<file path="src/lpr_pkg.sv">
`default_nettype none

package lpr_pkg;

    localparam int ELAPSED_W = 18;
    localparam int LEVEL_W   = 9;

    localparam logic [ELAPSED_W-1:0] TICK_MS       = ELAPSED_W'(10);
    localparam logic [15:0]          ENDLESS_COUNT = 16'hFFFF;
    localparam logic [15:0]          COUNT_MAX     = 16'hFFFF;

    localparam logic signed [LEVEL_W-1:0] LEVEL_FULL = 9'sd100;
    localparam logic signed [LEVEL_W-1:0] LEVEL_HALF = 9'sd50;
    localparam logic signed [LEVEL_W-1:0] LEVEL_OFF  = 9'sd0;

    typedef enum logic [1:0] {
        MODE_MANUAL = 2'd0,
        MODE_PULSE  = 2'd1,
        MODE_RAMP   = 2'd2
    } t_mode;

    typedef enum logic [1:0] {
        CMD_TICK   = 2'd0,
        CMD_SET    = 2'd1,
        CMD_TOGGLE = 2'd2,
        CMD_START  = 2'd3
    } t_cmd;

    localparam logic [2:0] CFG_PATTERN_SELECT = 3'd0;
    localparam logic [2:0] CFG_ON_TIME        = 3'd1;
    localparam logic [2:0] CFG_OFF_TIME       = 3'd2;
    localparam logic [2:0] CFG_PULSE_REPEATS  = 3'd3;
    localparam logic [2:0] CFG_RAMP_LOW       = 3'd4;
    localparam logic [2:0] CFG_RAMP_HIGH      = 3'd5;
    localparam logic [2:0] CFG_STEP_UP        = 3'd6;
    localparam logic [2:0] CFG_STEP_DOWN      = 3'd7;

    typedef struct packed {
        logic              pattern_select;
        logic [15:0]       on_time_ms;
        logic [15:0]       off_time_ms;
        logic [15:0]       pulse_repeats;
        logic signed [7:0] ramp_low;
        logic signed [7:0] ramp_high;
        logic [6:0]        step_up;
        logic [6:0]        step_down;
    } t_cfg;

    // clamp a raw signed byte to [-100, 100], widened to level width
    function automatic logic signed [LEVEL_W-1:0] sat100(input logic signed [7:0] v);
        logic signed [LEVEL_W-1:0] w;
        w = LEVEL_W'(v);
        if (w > LEVEL_FULL) begin
            return LEVEL_FULL;
        end else if (w < -LEVEL_FULL) begin
            return -LEVEL_FULL;
        end
        return w;
    endfunction

endpackage

`default_nettype wire

</file>
<file path="src/lpr_cfg_regs.sv">
`default_nettype none

module lpr_cfg_regs
    import lpr_pkg::*;
(
    input  wire logic        i_clk,
    input  wire logic        i_rst_n,
    input  wire logic        i_cfg_we,
    input  wire logic [2:0]  i_cfg_index,
    input  wire logic [15:0] i_cfg_data,
    output t_cfg             o_cfg
);

    t_cfg r_cfg;

    always_ff @(posedge i_clk) begin
        if (!i_rst_n) begin
            r_cfg.pattern_select <= 1'b0;
            r_cfg.on_time_ms     <= '0;
            r_cfg.off_time_ms    <= '0;
            r_cfg.pulse_repeats  <= '0;
            r_cfg.ramp_low       <= 8'sd0;
            r_cfg.ramp_high      <= 8'sd100;
            r_cfg.step_up        <= 7'd1;
            r_cfg.step_down      <= 7'd1;
        end else if (i_cfg_we) begin
            unique case (i_cfg_index)
                CFG_PATTERN_SELECT: r_cfg.pattern_select <= i_cfg_data[0];
                CFG_ON_TIME:        r_cfg.on_time_ms     <= i_cfg_data;
                CFG_OFF_TIME:       r_cfg.off_time_ms    <= i_cfg_data;
                CFG_PULSE_REPEATS:  r_cfg.pulse_repeats  <= i_cfg_data;
                CFG_RAMP_LOW:       r_cfg.ramp_low       <= i_cfg_data[7:0];
                CFG_RAMP_HIGH:      r_cfg.ramp_high      <= i_cfg_data[7:0];
                CFG_STEP_UP:        r_cfg.step_up        <= i_cfg_data[6:0];
                CFG_STEP_DOWN:      r_cfg.step_down      <= i_cfg_data[6:0];
                default: ;
            endcase
        end
    end

    assign o_cfg = r_cfg;

endmodule

`default_nettype wire

</file>
<file path="src/lpr_core.sv">
`default_nettype none

module lpr_core
    import lpr_pkg::*;
(
    input  wire logic                      i_clk,
    input  wire logic                      i_rst_n,
    input  wire logic                      i_fire,
    input  wire logic [1:0]                i_command,
    input  wire logic signed [7:0]         i_level,
    input  wire t_cfg                      i_cfg,
    output logic signed [LEVEL_W-1:0]      o_level_next,
    output t_mode                          o_mode_next
);

    t_mode                      r_mode,    n_mode;
    logic                       r_pend,    n_pend;
    logic [ELAPSED_W-1:0]       r_elapsed, n_elapsed;
    logic [15:0]                r_count,   n_count;
    logic signed [LEVEL_W-1:0]  r_level,   n_level;
    logic                       r_falling, n_falling;

    logic [16:0]                period;
    logic [ELAPSED_W-1:0]       e_base;
    logic [15:0]                count_inc;
    logic signed [LEVEL_W-1:0]  ramp_lo;
    logic signed [LEVEL_W-1:0]  ramp_hi;
    logic signed [LEVEL_W-1:0]  up_sum;
    logic signed [LEVEL_W-1:0]  dn_sum;

    assign period    = {1'b0, i_cfg.on_time_ms} + {1'b0, i_cfg.off_time_ms};
    // a fresh entry restarts the pulse timer
    assign e_base    = r_pend ? '0 : r_elapsed;
    assign count_inc = (i_cfg.pulse_repeats != ENDLESS_COUNT && r_count != COUNT_MAX)
                       ? r_count + 16'd1 : r_count;
    assign ramp_lo   = sat100(i_cfg.ramp_low);
    assign ramp_hi   = sat100(i_cfg.ramp_high);
    // level stays in [-100, 100], so 9 bits hold +/-227
    assign up_sum    = r_level + $signed({2'b00, i_cfg.step_up});
    assign dn_sum    = r_level - $signed({2'b00, i_cfg.step_down});

    always_comb begin
        n_mode    = r_mode;
        n_pend    = r_pend;
        n_elapsed = r_elapsed;
        n_count   = r_count;
        n_level   = r_level;
        n_falling = r_falling;
        unique case (t_cmd'(i_command))
            CMD_TICK: begin
                if (r_mode == MODE_PULSE) begin
                    n_level = (e_base < {2'b00, i_cfg.on_time_ms}) ? LEVEL_FULL : LEVEL_OFF;
                    if (e_base >= {1'b0, period}) begin
                        n_count = count_inc;
                        if (count_inc >= i_cfg.pulse_repeats) begin
                            n_mode    = MODE_MANUAL;
                            n_level   = LEVEL_OFF;
                            n_elapsed = e_base;
                        end else begin
                            n_elapsed = '0;
                        end
                    end else begin
                        n_elapsed = e_base + TICK_MS;
                    end
                end else if (r_mode == MODE_RAMP) begin
                    if (r_pend) begin
                        n_level   = ramp_lo;
                        n_falling = 1'b0;
                    end else if (!r_falling) begin
                        n_level = up_sum;
                        if (up_sum >= ramp_hi) begin
                            n_level   = ramp_hi;
                            n_falling = 1'b1;
                        end
                    end else begin
                        n_level = dn_sum;
                        if (dn_sum <= ramp_lo) begin
                            n_level   = ramp_lo;
                            n_falling = 1'b0;
                        end
                    end
                end
                n_pend = 1'b0;
            end
            CMD_SET: begin
                n_level = sat100(i_level);
                n_mode  = MODE_MANUAL;
                n_pend  = 1'b0;
            end
            CMD_TOGGLE: begin
                n_level = (r_level > LEVEL_HALF) ? LEVEL_OFF : LEVEL_FULL;
                n_mode  = MODE_MANUAL;
                n_pend  = 1'b0;
            end
            CMD_START: begin
                if (!i_cfg.pattern_select) begin
                    n_elapsed = '0;
                    n_count   = '0;
                    n_mode    = MODE_PULSE;
                end else begin
                    n_mode = MODE_RAMP;
                end
                n_pend = 1'b1;
            end
            default: ;
        endcase
    end

    always_ff @(posedge i_clk) begin
        if (!i_rst_n) begin
            r_mode    <= MODE_MANUAL;
            r_pend    <= 1'b0;
            r_elapsed <= '0;
            r_count   <= '0;
            r_level   <= LEVEL_OFF;
            r_falling <= 1'b0;
        end else if (i_fire) begin
            r_mode    <= n_mode;
            r_pend    <= n_pend;
            r_elapsed <= n_elapsed;
            r_count   <= n_count;
            r_level   <= n_level;
            r_falling <= n_falling;
        end
    end

    assign o_level_next = n_level;
    assign o_mode_next  = n_mode;

endmodule

`default_nettype wire

</file>
<file path="src/led_pulse_ramp_driver.sv">
// A word accepted passes the input register, then the result register, before
// its result word is on the outputs. Throughput: one word per cycle while the
// result side does not stall; the state update is one add/compare pass.
// Reset (synchronous, active low): manual mode at level 0, both pipeline
// stages empty, configuration back to its default values.
`default_nettype none

module led_pulse_ramp_driver
    import lpr_pkg::*;
(
    input  wire logic              i_clk,
    input  wire logic              i_rst_n,
    input  wire logic              i_in_valid,
    output logic                   o_in_ready,
    input  wire logic [1:0]        i_command,
    input  wire logic signed [7:0] i_level,
    output logic                   o_out_valid,
    input  wire logic              i_out_ready,
    output logic signed [7:0]      o_drive_percent,
    output logic                   o_bridge_a,
    output logic                   o_bridge_b,
    output logic [1:0]             o_active_mode,
    input  wire logic              i_cfg_we,
    input  wire logic [2:0]        i_cfg_index,
    input  wire logic [15:0]       i_cfg_data
);

    t_cfg                       cfg;
    logic                       out_free;
    logic                       fire;
    logic signed [LEVEL_W-1:0]  level_next;
    t_mode                      mode_next;

    logic                       r_in_valid;
    logic [1:0]                 r_cmd;
    logic signed [7:0]          r_level;
    logic                       r_out_valid;
    logic signed [7:0]          r_drive;
    logic                       r_bridge_a;
    logic                       r_bridge_b;
    t_mode                      r_mode_out;

    assign out_free   = !r_out_valid || i_out_ready;
    assign fire       = r_in_valid && out_free;
    assign o_in_ready = !r_in_valid || out_free;

    lpr_cfg_regs u_cfg (
        .i_clk       (i_clk),
        .i_rst_n     (i_rst_n),
        .i_cfg_we    (i_cfg_we),
        .i_cfg_index (i_cfg_index),
        .i_cfg_data  (i_cfg_data),
        .o_cfg       (cfg)
    );

    lpr_core u_core (
        .i_clk        (i_clk),
        .i_rst_n      (i_rst_n),
        .i_fire       (fire),
        .i_command    (r_cmd),
        .i_level      (r_level),
        .i_cfg        (cfg),
        .o_level_next (level_next),
        .o_mode_next  (mode_next)
    );

    always_ff @(posedge i_clk) begin
        if (!i_rst_n) begin
            r_in_valid  <= 1'b0;
            r_out_valid <= 1'b0;
        end else begin
            if (o_in_ready) begin
                r_in_valid <= i_in_valid;
            end
            if (out_free) begin
                r_out_valid <= r_in_valid;
            end
        end
    end

    always_ff @(posedge i_clk) begin
        if (o_in_ready && i_in_valid) begin
            r_cmd   <= i_command;
            r_level <= i_level;
        end
        if (fire) begin
            r_drive    <= level_next[7:0];
            r_bridge_a <= (level_next <= LEVEL_OFF);
            r_bridge_b <= (level_next >= LEVEL_OFF);
            r_mode_out <= mode_next;
        end
    end

    assign o_out_valid     = r_out_valid;
    assign o_drive_percent = r_drive;
    assign o_bridge_a      = r_bridge_a;
    assign o_bridge_b      = r_bridge_b;
    assign o_active_mode   = r_mode_out;

endmodule

`default_nettype wire

</file>
<file path="config.mk">
export PLATFORM = sky130hd
export DESIGN_NAME = led_pulse_ramp_driver
export DESIGN_NICKNAME = d
export VERILOG_FILES = /design/src/lpr_pkg.sv /design/src/lpr_cfg_regs.sv /design/src/lpr_core.sv /design/src/led_pulse_ramp_driver.sv
export SDC_FILE = /design/constraint.sdc
export NUM_CORES = 1
export LEC_CHECK = 0
export BUFFER_PORTS_ARGS = -buffer_cell sky130_fd_sc_hd__clkbuf_2
export CAP_MARGIN = 20
export CORE_AREA = 2 2 138 140
export CTS_CLUSTER_DIAMETER = 100
export CTS_CLUSTER_SIZE = 25
export DETAILED_ROUTE_END_ITERATION = 7
export DIE_AREA = 0 0 140 142
export GPL_ROUTABILITY_DRIVEN = 0
export PLACE_DENSITY_LB_ADDON = 0.2
export SYNTH_ARGS = -nofsm -noshare
export SYNTH_HDL_FRONTEND = slang
export SYNTH_SLANG_ARGS = --single-unit
</file>
<file path="constraint.sdc">
create_clock -name i_clk -period 4.61 [get_ports i_clk]
set_input_delay 0.922 -clock i_clk [delete_from_list [all_inputs] [get_ports i_clk]]
set_output_delay 0.922 -clock i_clk [all_outputs]
set_load 0.01 [all_outputs]
</file>
==> results of run 1 <==
[final cells by class]
type | count | area [um2] | area share, %
Timing Repair Buffer | 106 | 771 | 6.55
Inverter | 77 | 290 | 2.47
Clock inverter | 14 | 135 | 1.15
Tap cell | 234 | 293 | 2.49
Multi-Input combinational cell | 1007 | 6600 | 56.1
Sequential cell | 150 | 3230 | 27.5
Clock buffer | 18 | 439 | 3.73
[worst max-delay path, cell delays in order (launching register included)]
cell and delay, ps:
dfxtp_2 340, ha_4 160, fa_2 340, a21o_1 180
a21oi_2 150, o21bai_1 100, a211o_1 350, a31oi_4 180
a21oi_2 90, a311oi_2 240, nor2_1 80, a211oi_2 220
ha_1 290, a221o_1 320, a221oi_2 220, o21a_1 200
a21oi_2 60, o31a_1 350, a221oi_2 330, buf_4 180
nand2_2 50, a21oi_2 130
[cells by family after synthesis]
group / Yosys count
AND/OR/NAND/NOR: 510
adder cells (fa/ha/maj): 103
multiplexers: 12
buffers and inverters: 120
XOR/XNOR: 39
AO/OA/AOI/OAI: 343
flip-flops: 150
[path summary, 6_finish.rpt]
kind	from	depth (start not counted)	to	slack, ps
setup / recovery	u_cfg.o_cfg[46]	21	u_core.r_level[6]	-40
hold / removal	u_core.r_elapsed[0]	2	u_core.r_elapsed[0]	440
hold reg to reg	u_core.r_elapsed[0]	2	u_core.r_elapsed[0]	440
setup reg to reg	u_cfg.o_cfg[46]	21	u_core.r_level[6]	-40
[state kept, by name (all words and copies together), names as in the netlist]
register / count
o_active_mode: 2
u_cfg.o_cfg: 79
r_in_valid: 1
u_core.r_pend: 1
u_core.r_falling: 1
o_out_valid: 1
r_cmd: 2
u_core.r_mode: 2
o_drive_percent: 8
u_core.r_elapsed: 18
u_core.r_count: 16
u_core.r_level: 9
r_level: 8
o_bridge_a: 1
o_bridge_b: 1
[power by group]
group | total (uW) | switching (uW) | internal (uW)
combinational | 563 | 329 | 234
sequential | 1390 | 33.1 | 1360
clock | 1380 | 607 | 771
total | 3340 | 969 | 2370
[cells in the final DEF (no fill, tap or decap), drive strengths merged, types with 23 or more instances in the layout]
cell type | synthesis | layout
a21oi | 145 | 145
buf | 2 | 58
clkbuf | 41 | 66
dfxtp | 128 | 128
ha | 98 | 98
inv | 76 | 83
nand2 | 243 | 243
nand3 | 34 | 34
nor2 | 102 | 102
nor2b | 24 | 24
nor3 | 24 | 24
o21ai | 48 | 48
xnor2 | 23 | 23
[metal layers]
layer | track usage (%) | up-vias | share of wire, %
li1 | - | 4697 | -
met1 | 33.0 | 4463 | 42
met2 | 49.8 | 252 | 51
met3 | 4.78 | 49 | 4.6
met4 | 7.87 | 0 | 2.2
met5 | 0 | - | 0
[repair_timing]
item	CTS	global route
setup endpoints to repair	24	42
pin swaps	11	35
cloned	0	1
setup buffers	3	13
gates resized for setup	13	62
[metrics by stage]
stage	TNS [ps]	utilization [%]	hold slack, ps
after floorplan	0	-	412
after global placement	-366	58.1	425
after detailed placement	-1740	58.1	434
after CTS	-12.0	61.6	443
after global routing	-2580	63.7	462
final	-69.1	63.7	441
==> metrics.log, run 1 <==
INFO  metric run_status = complete, but fails checks
INFO  metric violated_checks = DRC, setup timing
INFO  metric synth_simple_gate_area_share = a little under a quarter
INFO  metric pin_count = 48
INFO  metric finalHoldViolCount = 0
INFO  metric synth_area_in_xor_xnor = 3.42%
INFO  metric drt_iter0_markers = between 600 and 700
INFO  metric grt_pass1_vias = 8799
INFO  metric grt_start_max_net_pins = 67
INFO  metric muxShareOfSynthArea = 1.27%
INFO  metric ys_top_cells_by_count = 243 x nand2_1, 142 x a21oi_1, 128 x dfxtp_1, 101 x nor2_1, 98 x ha_1
INFO  metric async_reset_ff_share = 0%
INFO  metric initial_utilization = 54.1%
INFO  metric timing.final.ws_setup = -36.1 ps
INFO  metric layoutNonFillerInstCount = 1606
INFO  metric clockBufferDepth = 2
INFO  metric wl = ~27000 um
INFO  metric unrepaired_setup_endpoints_after_global_routing = true
INFO  metric synth_fa_ha_area_share = 13.1%
INFO  metric numCtsBuffers = 17
INFO  metric fraction_of_synthesized_cell_area_taken_by_the_top_area_cell_type = 25.7%
INFO  metric first_pass_iters = 8
INFO  metric fin_area = ~0.012 mm2
INFO  metric yosys.area.top_type = dfxtp_1
INFO  metric final_worst_path_period_share = 101%
INFO  metric final.setup_skew = 17.2 ps
INFO  metric die_height = 142 um
INFO  metric grt_use_total = 27.2%
INFO  metric post_synth_inst_count = 1277
INFO  metric synth_sequential_area_ratio = 32.3%
INFO  metric path_clk_slew = 60 ps
INFO  metric fillCellCount = 1567
INFO  metric synth_compound_gate_area_share = 22.2%
INFO  metric placement_rows = 50
INFO  metric quantity_of_hold_fixing_buffers_added_after_cts = 0
INFO  metric synth_nets = 1412
INFO  metric worst-slew-pin-transition = about 860 ps
INFO  metric most_used_standard_cell_by_instance_count_after_synthesis = nand2_1
INFO  metric drt_drc_violations_left = 2
INFO  metric vias = 9461
INFO  metric numClockSinks = 150
INFO  metric total_power = 3340 uW
INFO  metric initial_antenna_violation_count = 0
INFO  metric maxCapViolations = 0
INFO  metric avgSynthCellArea = 7.81 um2
INFO  metric final_period_minus_worst_setup_slack = 4650 ps
INFO  metric antennaDiodeCount = 0
INFO  metric total_nets_final = 1494
INFO  metric finalSetupViolCount = 2
INFO  metric hold_class = reg -> reg
INFO  metric dpl_worst_slack = -266 ps
INFO  metric report.final.slew_viol_count = 0
INFO  metric post-place-cells = around 1600
INFO  metric die-area = 0.0199 mm2
INFO  metric final_layout_size_suffix_gt1_share = ~16%
INFO  metric synth_top_family_by_area = simple AND/OR/NAND/NOR gates
INFO  metric worst_skew_pair.late_latency = 440 ps
INFO  metric cp-end-kind = flip-flop
INFO  metric power.static_leakage = roughly 0.0047 uW
INFO  metric dpl-instance-area = 0.0107 mm2
INFO  metric h-tree-depth = 4
INFO  metric worstSetupPathType = reg -> reg
INFO  metric ys_dominant_reg_cell = dfxtp_1
INFO  metric numPortBuffers = 47
INFO  metric critPathMaxFanout = 3
INFO  metric synth_enable_flop_cells = 22
INFO  metric gr-total-overflow = 0
INFO  metric distinct_cell_type_count_of_the_synthesized_netlist = between 70 and 80
INFO  metric slew-limit-headroom = roughly 43%
INFO  metric irDropWorstVdd = ~0.3 mV
INFO  metric crit_required = 4960 ps
INFO  metric avgRoutedWirePerCell = 17.0 um
INFO  metric core_region_area = 0.0185 mm2
INFO  metric areaGrowthSynthToFinish = 17.8%
INFO  metric clock_tree_from_tritoncts = built
INFO  metric cts_root_buffer = clkbuf_16
INFO  metric dpl.hpwl = 20000 um
INFO  metric vias_per_cell = a little under 6
INFO  metric power_per_cell_area = 284 mW/mm2
INFO  metric grt_first_pass_wirelength = between 40000 and 50000 um
INFO  metric synth.area.top_cells = dfxtp_1 26%, ha_1 12%, nand2_1 9.1%
INFO  metric mappedNetlistArea = 0.00998 mm2
INFO  metric synth_seq_cells = 150
INFO  metric crit_path_start_kind = flip-flop
INFO  metric synthesis.yosys.warnings = 0
INFO  metric die_width = 140 um
INFO  metric drtAntennaViolNets = 0
INFO  metric max_freq = 0.215 GHz
INFO  metric cp_data_arrival_time = 4990 ps
(Power assumes the default switching activity.)
==> run 2, diff against run 1 <==
==> constraint.sdc (replaced) <==
create_clock -name i_clk -period 4.3 [get_ports i_clk]
set_input_delay 0.86 -clock i_clk [delete_from_list [all_inputs] [get_ports i_clk]]
set_output_delay 0.86 -clock i_clk [all_outputs]
set_load 0.01 [all_outputs]
==> run 2 against run 1 <==
The flow still finishes with violations (DRC, setup timing). Hold slack better by 20 ps. Non-clock buffer count grew 39. Combinational power is 20% higher. Clock-buffer cell count up 1. Total power rose by 13%. Clock power grew 17%. Final cell count grew 2.4%. Sequential share of layout area fell by 0.92 points. Maximum frequency up 0.79%. Utilization grew 2.1 points. Critical path type unchanged. Largest cell class unchanged. Largest power group is now clock.
==> metrics.log, run 2 (same netlist as run 1, synthesis figures left out) <==
INFO  metric run_status = complete, but fails checks
INFO  metric violated_checks = DRC, setup timing
INFO  metric vias = 9666 (+2.2%)
INFO  metric seq_power_share = 39.6% (-2.2 points)
INFO  metric pwr-share-comb = 17.9% (+1.0 points)
INFO  metric drtAntennaViolNets = 0 (unchanged)
INFO  metric net_switching_power = 1060 uW (+9.6%)
INFO  metric critPathMaxFanout = 5 (+2)
INFO  metric cp_num_buf_inv = 3 (+2)
INFO  metric core_region_area = 0.0185 mm2 (unchanged)
INFO  metric timing.final.ws_setup = -310 ps (-274 ps)
INFO  metric first_pass_iters = 7 (-1)
INFO  metric cp_slowest_cell = or4_1
INFO  metric worst-slew-pin-transition = 836 ps (-20.2 ps)
INFO  metric crit_cells = 20 (-4.8%)
INFO  metric power.static_leakage = 0.00495 uW (+4.8%)
INFO  metric power.clock.fraction = 42.5% (+1.2 points)
INFO  metric hold_path_depth = 2 (unchanged)
INFO  metric hold-worst-slack = 461 ps (+20.4 ps)
INFO  metric cp-end-kind = flip-flop
INFO  metric quantity_of_hold_fixing_buffers_added_after_cts = 0 (unchanged)
INFO  metric initial_utilization = 54.1% (unchanged)
INFO  metric p_sw_share = 28.1% (-0.94 points)
INFO  metric multi_input_area = 0.00665 mm2 (+0.80%)
INFO  metric numClockSinks = 150 (unchanged)
INFO  metric h-tree-depth = 4 (unchanged)
INFO  metric layoutNonFillerInstCount = 1645 (+2.4%)
INFO  metric largest_reg_flops = 79 (unchanged)
INFO  metric finalSetupViolCount = 15 (+13)
INFO  metric drt_drc_violations_left = 3 (+1)
INFO  metric hold_class = reg -> reg
INFO  metric report.final.slew_viol_count = 0 (unchanged)
INFO  metric power_report.internal_total = 2720 uW (+15%)
INFO  metric grt_use_total = 28.1% (+0.82 points)
INFO  metric finalHoldViolCount = 0 (unchanged)
INFO  metric final.setup_skew = 13.3 ps (-3.92 ps)
INFO  metric max_freq = 0.217 GHz (+0.79%)
INFO  metric die-area = 0.0199 mm2 (unchanged)
INFO  metric irDropWorstVdd = 0.273 mV (-8.8%)
INFO  metric total_nets_final = 1533 (+2.6%)
INFO  metric cp_data_arrival_time = 4850 ps (-140 ps)
INFO  metric r2r.worst_path.cells = 20 (-4.8%)
INFO  metric die_height = 142 um (unchanged)
INFO  metric unrepaired_setup_endpoints_after_global_routing = true
INFO  metric maxCapViolations = 0 (unchanged)
INFO  metric grt_start_max_net_pins = 72 (+7.5%)
INFO  metric power_per_cell_area = 311 mW/mm2 (+9.5%)
INFO  metric areaGrowthSynthToFinish = 21.8%
INFO  metric leading_cell_type_in_the_layout_fill_and_taps_excluded = nand2_1
INFO  metric wl = 28200 um (+3.4%)
INFO  metric initial_antenna_violation_count = 0 (unchanged)
INFO  metric timing.critical_path.max_delay_family = compound AO/OA/AOI/OAI gates
INFO  metric clockBufferDepth = 2 (unchanged)
INFO  metric final_period_minus_worst_setup_slack = 4610 ps (-36.3 ps)
INFO  metric timing.critical_path.slowest_cell_delay = 430 ps (+80 ps)
INFO  metric antennaDiodeCount = 0 (unchanged)
INFO  metric finished_core_util = 65.9% (+2.1 points)
INFO  metric grt_first_pass_wirelength = 45100 um (+3.1%)
INFO  metric drt_iter0_markers = 688 (+0.88%)
INFO  metric placement_rows = 50 (unchanged)
INFO  metric pin_count = 48 (unchanged)
INFO  metric grt_pass1_vias = 9259 (+5.2%)
INFO  metric avgRoutedWirePerCell = 17.2 um (+0.99%)
INFO  metric slew-limit-headroom = 43.9% (+1.4 points)
INFO  metric post-place-cells = 1597 (+2.5%)
INFO  metric setup_total_negative_slack = -1910 ps (-1840 ps)
INFO  metric dpl.hpwl = 20500 um (+2.3%)
INFO  metric cts_root_buffer = clkbuf_16
INFO  metric vias_per_cell = 5.88 (-0.26%)
INFO  metric path_clk_slew = 70 ps (about the same)
INFO  metric layout.cells.most_common_list = 240 x nand2_1, 134 x a21oi_1, 126 x dfxtp_1
INFO  metric fillCellCount = 1529 (-2.4%)
INFO  metric gr-total-overflow = 0 (unchanged)
INFO  metric crit_path_cell_trace = inv_1 > ha_2 > inv_1 > fa_1 > nand3_1 > a21oi_1 > o311a_1 > or4_1 > nand2_1 > ha_1 > nor4b_2 > o21ai_1 > o22ai_2 > buf_4 > nand4_1 > o311ai_0 > o21ai_1 > nand2_1 > or4_4 > o41ai_2
INFO  metric die_width = 140 um (unchanged)
INFO  metric worstSetupPathType = reg -> reg
INFO  metric sequential_cell_area = 0.00323 mm2 (-0.12%)
INFO  metric final_worst_path_period_share = 107% (+6.4 points)
INFO  metric numCtsBuffers = 17 (unchanged)
INFO  metric numPortBuffers = 47 (unchanged)
INFO  metric final_layout_size_suffix_gt1_share = 18.1% (+2.3 points)
INFO  metric worst_skew_pair.late_latency = 440 ps (about the same)
INFO  metric clock_tree_from_tritoncts = built
INFO  metric crit_path_start_kind = flip-flop
INFO  metric crit_required = 4540 ps (-420 ps)
[run 2: timing repair]
item,in CTS,in global routing
endpoints found under the hold margin,0,0
cloned,0,1
buffers inserted,5,10
endpoints found under the setup margin,39,48
pin swaps,17,34
resized for setup,10,64
[run 2: worst paths after layout]
check,start,slack [ps],to
worst max-delay path,u_core.r_level[0],-310,o_bridge_a
worst min-delay path,u_core.r_elapsed[0],460,u_core.r_elapsed[0]
worst min register to register,u_core.r_elapsed[0],460,u_core.r_elapsed[0]
worst max register to register,u_core.r_level[0],-310,o_bridge_a
[run 2: per-layer routing]
layer | GRT usage [%] | vias up | wire length, um
met2 | 50.5 | 299 | 14000
li1 | - | 4781 | -
met3 | 3.84 | 60 | 1370
met4 | 9.99 | 0 | 837
met1 | 34.5 | 4526 | 12000
met5 | 0 | - | 0
[run 2: power by group through the flow]
stage	combinational [uW]	clock, uW	sequential (uW)
final	675	1610	1500
after global routing	735	1670	1500
after CTS	579	1620	1490
after detailed placement	569	0	1530
after global placement	559	0	1520
after floorplan	353	0	1510
[run 2: metrics by stage]
| step | worst slack [ps] | power, uW | instance area, um2 |
|---|---|---|---|
| 2_1_floorplan | -117 | 1870 | 10000 |
| 3_3_place_gp | -266 | 2080 | 11100 |
| 3_5_place_dp | -329 | 2090 | 11100 |
| 4_1_cts | -182 | 3690 | 11800 |
| 5_1_grt | -523 | 3900 | 12200 |
| 6_report | -310 | 3780 | 12200 |
[run 2: cell type report]
| type | count | share of cell area (%) |
|---|---|---|
| clock buffer | 19 | 3.74 |
| multi-input combinational | 1007 | 54.8 |
| timing repair buffer | 145 | 8.81 |
| clock inverter | 13 | 1.36 |
| sequential | 150 | 26.5 |
| tap | 234 | 2.41 |
| inverter | 77 | 2.39 |
[run 2: worst min-delay path, stage by stage, from the launching register on]
cell,delay [ps]
dfxtp_1,310
nand2_1,70
a21oi_1,40
